[src/hw/rtl/rrts_pkg.sv]
package rrts_pkg;

   localparam int STACK_W    = 64;
   localparam int TASK_W     = 4;
   localparam int STATUS_W   = 2;
   localparam int OP_W       = 2;
   localparam int RSP_PAD_W  = 4;
   localparam int RSP_DATA_W = STACK_W + TASK_W + RSP_PAD_W;

   // initial frame: 20 words of 8 bytes
   localparam logic [STACK_W-1:0] FRAME_BYTES = 64'd160;

   localparam logic [STATUS_W-1:0] ST_OK     = 2'd0;
   localparam logic [STATUS_W-1:0] ST_FULL   = 2'd1;
   localparam logic [STATUS_W-1:0] ST_HALTED = 2'd2;

   typedef enum logic [OP_W-1:0] {
      OP_CREATE   = 2'd0,
      OP_SCHEDULE = 2'd1,
      OP_EXIT     = 2'd2,
      OP_NONE     = 2'd3
   } task_op_type;

   // controller to datapath
   typedef struct packed {
      logic capture;
      logic do_create;
      logic do_full;
      logic do_halted;
      logic do_other;
      logic do_save;
      logic do_retire;
      logic scan_next;
      logic take_found;
      logic none_sched;
      logic none_exit;
      logic take_rdata;
      logic emit;
   } dp_cmd_type;

   // datapath to controller
   typedef struct packed {
      task_op_type op;
      logic        halted;
      logic        full;
      logic        hit;
      logic        scan_last;
      logic        out_free;
   } dp_status_type;

endpackage

[src/hw/rtl/rrts_ram.sv]
module rrts_ram #(
   parameter int WIDTH = 64,
   parameter int DEPTH = 16
) (
   input  logic                     clock,
   input  logic                     wr_en,
   input  logic [$clog2(DEPTH)-1:0] wr_addr,
   input  logic [WIDTH-1:0]         wr_data,
   input  logic                     rd_en,
   input  logic [$clog2(DEPTH)-1:0] rd_addr,
   output logic [WIDTH-1:0]         rd_data
);

   logic [WIDTH-1:0] mem_ff [DEPTH];
   logic [WIDTH-1:0] rd_data_ff;

   always_ff @(posedge clock) begin
      if (wr_en) begin
         mem_ff[wr_addr] <= wr_data;
      end
      if (rd_en) begin
         rd_data_ff <= mem_ff[rd_addr];
      end
   end

   assign rd_data = rd_data_ff;

endmodule

[src/hw/rtl/rrts_dpath.sv]
module rrts_dpath #(
   parameter int MAX_TASKS = 16
) (
   input  logic                            clock,
   input  logic                            reset,
   input  rrts_pkg::dp_cmd_type            cmd,
   output rrts_pkg::dp_status_type         status,
   input  logic [rrts_pkg::STACK_W-1:0]    req_tdata,
   input  logic [rrts_pkg::OP_W-1:0]       req_tuser,
   output logic                            rsp_tvalid,
   input  logic                            rsp_tready,
   output logic [rrts_pkg::RSP_DATA_W-1:0] rsp_tdata,
   output logic [rrts_pkg::STATUS_W-1:0]   rsp_tuser
);
   import rrts_pkg::*;

   localparam int IDX_W = $clog2(MAX_TASKS);
   localparam int CNT_W = $clog2(MAX_TASKS + 1);

   // control state
   logic [MAX_TASKS-1:0] active_ff, active_in;
   logic [CNT_W-1:0]     total_ff, total_in;
   logic [IDX_W-1:0]     cur_ff, cur_in;
   logic                 halted_ff, halted_in;
   logic                 out_valid_ff, out_valid_in;

   // payload
   task_op_type          op_ff, op_in;
   logic [STACK_W-1:0]   sv_ff, sv_in;
   logic [IDX_W-1:0]     cand_ff, cand_in;
   logic [CNT_W-1:0]     step_ff, step_in;
   logic [STACK_W-1:0]   res_stack_ff, res_stack_in;
   logic [TASK_W-1:0]    res_task_ff, res_task_in;
   logic [STATUS_W-1:0]  res_status_ff, res_status_in;
   logic [STACK_W-1:0]   out_stack_ff, out_stack_in;
   logic [TASK_W-1:0]    out_task_ff, out_task_in;
   logic [STATUS_W-1:0]  out_status_ff, out_status_in;

   logic [STACK_W-1:0]   frame;
   logic [IDX_W-1:0]     new_idx;
   logic [CNT_W-1:0]     cur_plus;
   logic [CNT_W-1:0]     cand_plus;
   logic [IDX_W-1:0]     first_cand;
   logic [IDX_W-1:0]     next_cand;
   logic                 out_free;

   logic                 ram_wr_en;
   logic [IDX_W-1:0]     ram_wr_addr;
   logic [STACK_W-1:0]   ram_wr_data;
   logic [STACK_W-1:0]   ram_rd_data;

   always_comb begin
      frame      = sv_ff - FRAME_BYTES;
      new_idx    = total_ff[IDX_W-1:0];
      cur_plus   = CNT_W'(cur_ff) + CNT_W'(1);
      cand_plus  = CNT_W'(cand_ff) + CNT_W'(1);
      // wrap at the task count, not at the table size
      first_cand = (cur_plus == total_ff) ? '0 : cur_plus[IDX_W-1:0];
      next_cand  = (cand_plus == total_ff) ? '0 : cand_plus[IDX_W-1:0];
      out_free   = !out_valid_ff || rsp_tready;

      ram_wr_en   = cmd.do_create || cmd.do_save;
      ram_wr_addr = cmd.do_create ? new_idx : cur_ff;
      ram_wr_data = cmd.do_create ? frame : sv_ff;
   end

   always_comb begin
      active_in     = active_ff;
      total_in      = total_ff;
      cur_in        = cur_ff;
      halted_in     = halted_ff;
      out_valid_in  = out_valid_ff;
      op_in         = op_ff;
      sv_in         = sv_ff;
      cand_in       = cand_ff;
      step_in       = step_ff;
      res_stack_in  = res_stack_ff;
      res_task_in   = res_task_ff;
      res_status_in = res_status_ff;
      out_stack_in  = out_stack_ff;
      out_task_in   = out_task_ff;
      out_status_in = out_status_ff;

      if (cmd.capture) begin
         op_in = task_op_type'(req_tuser);
         sv_in = req_tdata;
      end

      if (cmd.do_create) begin
         active_in[new_idx] = 1'b1;
         total_in           = total_ff + CNT_W'(1);
         res_stack_in       = frame;
         res_task_in        = TASK_W'(new_idx);
         res_status_in      = ST_OK;
      end

      if (cmd.do_full) begin
         res_stack_in  = '0;
         res_task_in   = '0;
         res_status_in = ST_FULL;
      end

      if (cmd.do_halted || cmd.none_exit) begin
         res_stack_in  = '0;
         res_task_in   = TASK_W'(cur_ff);
         res_status_in = ST_HALTED;
      end

      if (cmd.none_exit) begin
         halted_in = 1'b1;
      end

      if (cmd.do_other) begin
         res_stack_in  = '0;
         res_task_in   = TASK_W'(cur_ff);
         res_status_in = ST_OK;
      end

      if (cmd.do_retire) begin
         active_in[cur_ff] = 1'b0;
      end

      if (cmd.do_save || cmd.do_retire) begin
         cand_in = first_cand;
         step_in = '0;
      end

      if (cmd.scan_next) begin
         cand_in = next_cand;
         step_in = step_ff + CNT_W'(1);
      end

      if (cmd.take_found) begin
         cur_in = cand_ff;
      end

      if (cmd.none_sched) begin
         res_stack_in  = sv_ff;
         res_task_in   = TASK_W'(cur_ff);
         res_status_in = ST_OK;
      end

      if (cmd.take_rdata) begin
         res_stack_in  = ram_rd_data;
         res_task_in   = TASK_W'(cur_ff);
         res_status_in = ST_OK;
      end

      if (cmd.emit) begin
         out_stack_in  = res_stack_ff;
         out_task_in   = res_task_ff;
         out_status_in = res_status_ff;
         out_valid_in  = 1'b1;
      end else if (rsp_tready) begin
         out_valid_in = 1'b0;
      end
   end

   always_ff @(posedge clock) begin
      if (reset) begin
         active_ff    <= MAX_TASKS'(1);
         total_ff     <= CNT_W'(1);
         cur_ff       <= '0;
         halted_ff    <= 1'b0;
         out_valid_ff <= 1'b0;
      end else begin
         active_ff    <= active_in;
         total_ff     <= total_in;
         cur_ff       <= cur_in;
         halted_ff    <= halted_in;
         out_valid_ff <= out_valid_in;
      end
   end

   always_ff @(posedge clock) begin
      op_ff         <= op_in;
      sv_ff         <= sv_in;
      cand_ff       <= cand_in;
      step_ff       <= step_in;
      res_stack_ff  <= res_stack_in;
      res_task_ff   <= res_task_in;
      res_status_ff <= res_status_in;
      out_stack_ff  <= out_stack_in;
      out_task_ff   <= out_task_in;
      out_status_ff <= out_status_in;
   end

   rrts_ram #(
      .WIDTH (STACK_W),
      .DEPTH (MAX_TASKS)
   ) u_saved_ram (
      .clock   (clock),
      .wr_en   (ram_wr_en),
      .wr_addr (ram_wr_addr),
      .wr_data (ram_wr_data),
      .rd_en   (cmd.take_found),
      .rd_addr (cand_ff),
      .rd_data (ram_rd_data)
   );

   always_comb begin
      status.op        = op_ff;
      status.halted    = halted_ff;
      status.full      = (total_ff == CNT_W'(MAX_TASKS));
      status.hit       = active_ff[cand_ff];
      status.scan_last = (CNT_W'(step_ff + CNT_W'(1)) == total_ff);
      status.out_free  = out_free;
   end

   assign rsp_tvalid = out_valid_ff;
   assign rsp_tdata  = {RSP_PAD_W'(0), out_task_ff, out_stack_ff};
   assign rsp_tuser  = out_status_ff;

endmodule

[src/hw/rtl/rrts_ctrl.sv]
module rrts_ctrl (
   input  logic                    clock,
   input  logic                    reset,
   input  logic                    req_tvalid,
   output logic                    req_tready,
   input  rrts_pkg::dp_status_type status,
   output rrts_pkg::dp_cmd_type    cmd
);
   import rrts_pkg::*;

   typedef enum logic [2:0] {
      S_IDLE,
      S_DECODE,
      S_SCAN,
      S_FETCH,
      S_EMIT
   } state_type;

   state_type state_ff, state_in;

   always_comb begin
      state_in   = state_ff;
      cmd        = '0;
      req_tready = (state_ff == S_IDLE);

      case (state_ff)
         S_IDLE: begin
            if (req_tvalid) begin
               cmd.capture = 1'b1;
               state_in    = S_DECODE;
            end
         end
         S_DECODE: begin
            state_in = S_EMIT;
            if (status.halted) begin
               cmd.do_halted = 1'b1;
            end else begin
               case (status.op)
                  OP_CREATE: begin
                     if (status.full) begin
                        cmd.do_full = 1'b1;
                     end else begin
                        cmd.do_create = 1'b1;
                     end
                  end
                  OP_SCHEDULE: begin
                     cmd.do_save = 1'b1;
                     state_in    = S_SCAN;
                  end
                  OP_EXIT: begin
                     cmd.do_retire = 1'b1;
                     state_in      = S_SCAN;
                  end
                  default: begin
                     cmd.do_other = 1'b1;
                  end
               endcase
            end
         end
         S_SCAN: begin
            if (status.hit) begin
               cmd.take_found = 1'b1;
               state_in       = S_FETCH;
            end else if (status.scan_last) begin
               if (status.op == OP_SCHEDULE) begin
                  cmd.none_sched = 1'b1;
               end else begin
                  cmd.none_exit = 1'b1;
               end
               state_in = S_EMIT;
            end else begin
               cmd.scan_next = 1'b1;
            end
         end
         S_FETCH: begin
            cmd.take_rdata = 1'b1;
            state_in       = S_EMIT;
         end
         S_EMIT: begin
            // hold until the output register can take the result
            if (status.out_free) begin
               cmd.emit = 1'b1;
               state_in = S_IDLE;
            end
         end
         default: begin
            state_in = S_IDLE;
         end
      endcase
   end

   always_ff @(posedge clock) begin
      if (reset) begin
         state_ff <= S_IDLE;
      end else begin
         state_ff <= state_in;
      end
   end

endmodule

[src/hw/rtl/round_robin_task_switcher.sv]
// Channel   Ports                        Contents
// --------  ---------------------------  ------------------------------------------
// request   req_tvalid/tready/tdata/tuser tuser: command; tdata: stack_value
// response  rsp_tvalid/tready/tdata/tuser tdata: result_stack, result_task; tuser: status
//
// One request at a time: accept, decode, a round-robin scan of one task
// per cycle, a saved-pointer read, then the result. Create, halted and
// unknown requests skip the scan and the read; schedule and exit requests
// scan the active flags of up to task_total tasks.
// Reset leaves one task, task 0, active and current.
// A stalled response is held in the output register while the next request is taken.
module round_robin_task_switcher #(
   parameter int MAX_TASKS = 16
) (
   input  logic                            clock,
   input  logic                            reset,
   input  logic                            req_tvalid,
   output logic                            req_tready,
   input  logic [rrts_pkg::STACK_W-1:0]    req_tdata,  // [63:0] stack_value
   input  logic [rrts_pkg::OP_W-1:0]       req_tuser,  // [1:0] command
   output logic                            rsp_tvalid,
   input  logic                            rsp_tready,
   output logic [rrts_pkg::RSP_DATA_W-1:0] rsp_tdata,  // [63:0] result_stack, [67:64] result_task
   output logic [rrts_pkg::STATUS_W-1:0]   rsp_tuser   // [1:0] status
);
   import rrts_pkg::*;

   dp_cmd_type    cmd;
   dp_status_type status;

   rrts_ctrl u_ctrl (
      .clock      (clock),
      .reset      (reset),
      .req_tvalid (req_tvalid),
      .req_tready (req_tready),
      .status     (status),
      .cmd        (cmd)
   );

   rrts_dpath #(
      .MAX_TASKS (MAX_TASKS)
   ) u_dpath (
      .clock      (clock),
      .reset      (reset),
      .cmd        (cmd),
      .status     (status),
      .req_tdata  (req_tdata),
      .req_tuser  (req_tuser),
      .rsp_tvalid (rsp_tvalid),
      .rsp_tready (rsp_tready),
      .rsp_tdata  (rsp_tdata),
      .rsp_tuser  (rsp_tuser)
   );

endmodule

[config.mk]
export PLATFORM = sky130hd
export DESIGN_NAME = round_robin_task_switcher
export DESIGN_NICKNAME = d
export VERILOG_FILES = /design/src/hw/rtl/rrts_pkg.sv /design/src/hw/rtl/rrts_ram.sv /design/src/hw/rtl/rrts_dpath.sv /design/src/hw/rtl/rrts_ctrl.sv /design/src/hw/rtl/round_robin_task_switcher.sv
export SDC_FILE = /design/constraint.sdc
export NUM_CORES = 1
export LEC_CHECK = 0
export BUFFER_PORTS_ARGS = -buffer_cell sky130_fd_sc_hd__buf_4
export CAP_MARGIN = 25
export CORE_MARGIN = 3
export CORE_UTILIZATION = 35
export CTS_BUF_LIST = sky130_fd_sc_hd__clkbuf_8
export DETAILED_ROUTE_END_ITERATION = 12
export PLACE_DENSITY_LB_ADDON = 0.12
export SLEW_MARGIN = 0
export SYNTH_ARGS = -nofsm -noshare
export SYNTH_HDL_FRONTEND = slang
export SYNTH_SLANG_ARGS = --single-unit
[constraint.sdc]
create_clock -name clock -period 8.8 [get_ports clock]
set_input_delay 1.32 -clock clock [delete_from_list [all_inputs] [get_ports clock]]
set_output_delay 1.32 -clock clock [all_outputs]
set_load 0.05 [all_outputs]
==> results.sh <==
export IMPL_synth_seq_cells=1333
export IMPL_p_per_area_nw_per_um2=270
export IMPL_fillers=12900
export IMPL_path_clk_slew_ps=70
export IMPL_regArea_sq_um=39700
export IMPL_path_common_cell="buf_4"
export IMPL_syn_inst=2516
export IMPL_drtAntennaViolNets=0
export IMPL_start_util_pct=35.5
export IMPL_hp_class="flop to flop"
export IMPL_synth_yosys_warnings=0
export IMPL_path_cells="nor4b_1 > nand2_1 > nor2_4 > buf_4 > a31oi_1 > nor2_4 > buf_4 > buf_4"
export IMPL_grt_antenna_before_repair=10
export IMPL_clockBufferDepth=3
export IMPL_tritoncts="done"
export IMPL_slew_headroom_pct=25.2
export IMPL_timing_fmax_mhz=202
export IMPL_use_met3_pct=3.73
export IMPL_yosysSeqAreaShare_pct=76.3
export IMPL_nets=2929
export IMPL_post_cts_resized=0
export IMPL_coreArea_sq_um=147000
export IMPL_met2_usage_pct=29.0
export IMPL_status="finished clean"
export IMPL_place_port_buffers=141
export IMPL_path_class="flop to flop"
export IMPL_r2r_end="u_dpath.u_saved_ram.mem_ff[6][32]$_DFFE_PP_"
export IMPL_maxCapViolCount=0
export IMPL_max_slew_worst_pin_slew_ps=1110
export IMPL_fin_crit_sh_pct=56.3
export IMPL_cts_root_buf="clkbuf_8"
export IMPL_die_w_um=392
export IMPL_multiInputGateArea_sq_um=11900
export IMPL_postCtsHoldBufs=0
export IMPL_avgViaCountPerCell=5.39
export IMPL_cp_max_fo=52
export IMPL_vias=26600
export IMPL_cp_start_kind="flop"
export IMPL_drive_above_1_share_pct=28.8
export IMPL_grt_util_all_layers_pct=19.2
export IMPL_gp_congestion=0.796
export IMPL_cp_top_family="simple AND/OR/NAND/NOR gates"
export IMPL_worst_ir_drop_vdd_uv=158
export IMPL_wl_per_cell_um=29.5
export IMPL_grt_max_degree=142
export IMPL_dr_first_iter_drc_count=2607
export IMPL_netlist_area_sq_um=52000
export IMPL_cp_depth=8
export IMPL_ff2ff_setup_slack_ps=3850
export IMPL_synth_edf_count=1301
export IMPL_cts_sinks=1333
export IMPL_r2r_cells=8
export IMPL_hold_viol_final=0
export IMPL_crit_path_max_incr_delay_ps=720
export IMPL_end_kind="flop"
export IMPL_die_area_sq_um=153000
export IMPL_timing_rr_start="u_ctrl.state_ff[2]$_SDFFE_PP0P_"
export IMPL_busiest_layer="met2"
export IMPL_setup_worst_path_start="u_ctrl.state_ff[2]$_SDFFE_PP0P_"
export IMPL_use_met1_pct=28.5
export IMPL_row_count=140
export IMPL_yosysUniqueCellTypes=65
export IMPL_fin_crit_ps=4950
export IMPL_slew_viol_final=0
export IMPL_synthFlopType="edfxtp_1"
export IMPL_cp_endpoint="u_dpath.u_saved_ram.mem_ff[6][32]$_DFFE_PP_"
export IMPL_grt_first_pass_wirelength_mm=208
export IMPL_finalSetupViolCount=0
export IMPL_grt_overflow=0
export IMPL_crit_buf_inv=3
export IMPL_final_cells=4942
export IMPL_rsz0062_at_grt="no"
export IMPL_dp_cells=4512
export IMPL_setup_tns_final_ps=0
export IMPL_hpwlAfterDp_mm=82.5
export IMPL_wl_mm=146
export IMPL_async_flop_share_pct=0
export IMPL_h_tree_depth=4
export IMPL_drc=0
export IMPL_cp_slowest_cell="nor4b_1"
export IMPL_power_leakage_nw=18.9
export IMPL_skew_ps=57.6
export IMPL_ioPinCount=146
export IMPL_synthToLayoutAreaGrowth_pct=15.2
export IMPL_postCtsSetupBuffers=0
export IMPL_cp_required_ps=9320
export IMPL_die_height_um=392
export IMPL_clk_latency_ps=940
export IMPL_dr_pass1_iters=6
export IMPL_avgSynthCellArea_sq_um=20.7
export IMPL_numCtsBuffers=219
export IMPL_arrival_ps=5470
export IMPL_first_global_vias=27700
## cells in the mapped netlist, drive strengths merged (2+ instances only)
library cell	count	share of area, %
inv	12	0.087
or2	7	0.084
xnor2	74	1.2
o31ai	18	0.26
a21oi	17	0.16
and3	7	0.084
nand4b	2	0.034
mux2	2	0.043
nor4b	2	0.046
o311ai	2	0.034
nand4	4	0.048
a22o	4	0.067
a211oi	15	0.22
nor2	95	0.70
nand2	118	0.85
nor2b	5	0.060
a31oi	21	0.25
nor4	30	0.42
ha	15	0.36
a32oi	3	0.051
mux2i	15	0.29
or3	15	0.18
and2	4	0.048
nand2b	9	0.11
mux4	324	14
xor2	56	0.94
a2111oi	3	0.051
edfxtp	1301	75
dfxtp	32	1.2
buf	30	0.27
nand3	28	0.27
or4	15	0.25
o21ai	56	0.54
o22ai	7	0.084
nor3	43	0.43
clkbuf	107	0.77
## sequential cells by signal, summed over array words and instances, names as in the netlist
| name | count |
|---|---|
| u_dpath.res_task_ff | 4 |
| u_dpath.rsp_tuser | 2 |
| u_dpath.halted_ff | 1 |
| u_dpath.cur_ff | 4 |
| u_dpath.op_ff | 2 |
| u_dpath.res_status_ff | 2 |
| u_dpath.out_task_ff | 4 |
| u_dpath.rsp_tvalid | 1 |
| u_dpath.step_ff | 5 |
| u_dpath.out_stack_ff | 64 |
| u_dpath.sv_ff | 64 |
| u_dpath.cand_ff | 4 |
| u_dpath.res_stack_ff | 64 |
| u_dpath.active_ff | 16 |
| u_ctrl.state_ff | 3 |
| u_dpath.u_saved_ram.mem_ff | 1024 |
| u_dpath.total_ff | 5 |
| u_dpath.u_saved_ram.rd_data | 64 |
## layer usage
layer	part of all wire [%]	vias to the layer above
li1	-	11100
met1	45	14300
met2	45	1053
met3	7.2	210
met4	1.9	2
met5	0.0089	-
## cell usage in the layout (no fill, tap or decap), types with 28 or more instances in the layout
master,count
edfxtp_1,1301
mux4_2,324
buf_4,227
clkbuf_8,221
nand2_1,118
inv_1,88
nor2_1,77
xnor2_1,74
clkinv_1,64
xor2_1,56
o21ai_0,54
nor3_1,41
dfxtp_1,32
nor4_1,28
nand3_1,28
## layout make-up
type                    instances  area share [%]
multi-input cells            1037            19.9
diodes                          1         0.00417
clock inverters               180            1.45
clock buffers                 221            5.07
inverters                      12          0.0835
repair buffers                241            3.29
flip-flops and latches       1333            66.2
well taps                    1917            4.00
## cells by family (layout without fill, tap and decap cells)
group	count (synthesis)	in the layout	share of synthesized area, %
flip-flops	1333	1333	76.3
AND/OR/NAND/NOR	390	390	3.72
multiplexers	341	341	14.4
AO/OA/AOI/OAI	156	156	1.88
buffers and inverters	149	654	1.13
XOR/XNOR	131	131	2.23
adder cells (fa/ha/maj)	15	15	0.361
other	1	5	0.00721
## how the worst min path moves through the flow
stage | start | end | cells past startpoint
4_1_cts | u_dpath.res_stack_ff[10]$_DFFE_PP_ | u_dpath.out_stack_ff[10]$_DFFE_PP_ | 0
3_3_place_gp | u_dpath.res_stack_ff[47]$_DFFE_PP_ | u_dpath.out_stack_ff[47]$_DFFE_PP_ | 0
6_report | u_dpath.res_stack_ff[2]$_DFFE_PP_ | u_dpath.out_stack_ff[2]$_DFFE_PP_ | 0
3_5_place_dp | u_dpath.res_stack_ff[32]$_DFFE_PP_ | u_dpath.out_stack_ff[32]$_DFFE_PP_ | 0
2_1_floorplan | u_dpath.res_stack_ff[0]$_DFFE_PP_ | u_dpath.out_stack_ff[0]$_DFFE_PP_ | 0
5_1_grt | u_dpath.res_stack_ff[19]$_DFFE_PP_ | u_dpath.out_stack_ff[19]$_DFFE_PP_ | 0
## per-stage QoR
step	worst slack (ps)	area, sq um	total power [mW]	hold slack [ps]	util, %
final	3850	60000	16.2	410	40.9
after global routing	3510	60000	16.9	421	40.9
after detailed placement	3830	55800	11.5	405	38.1
after floorplan	3580	52000	10.2	400	-
after CTS	3790	59700	16.4	410	40.7
after global placement	3540	55700	11.4	402	38.0
## worst register-to-register path, cell delays in order, from the launching register on
cell and delay (ps):
dfxtp_1 390, nor4b_1 720, nand2_1 370, nor2_4 170, buf_4 620, a31oi_1 520
nor2_4 610, buf_4 510, buf_4 610
## power breakdown
part,internal [mW],switching (mW)
logic,1.24,2.02
clock network,2.40,2.48
registers,7.78,0.286
total,11.4,4.79
No activity file was read; power rests on OpenSTA's default activity.
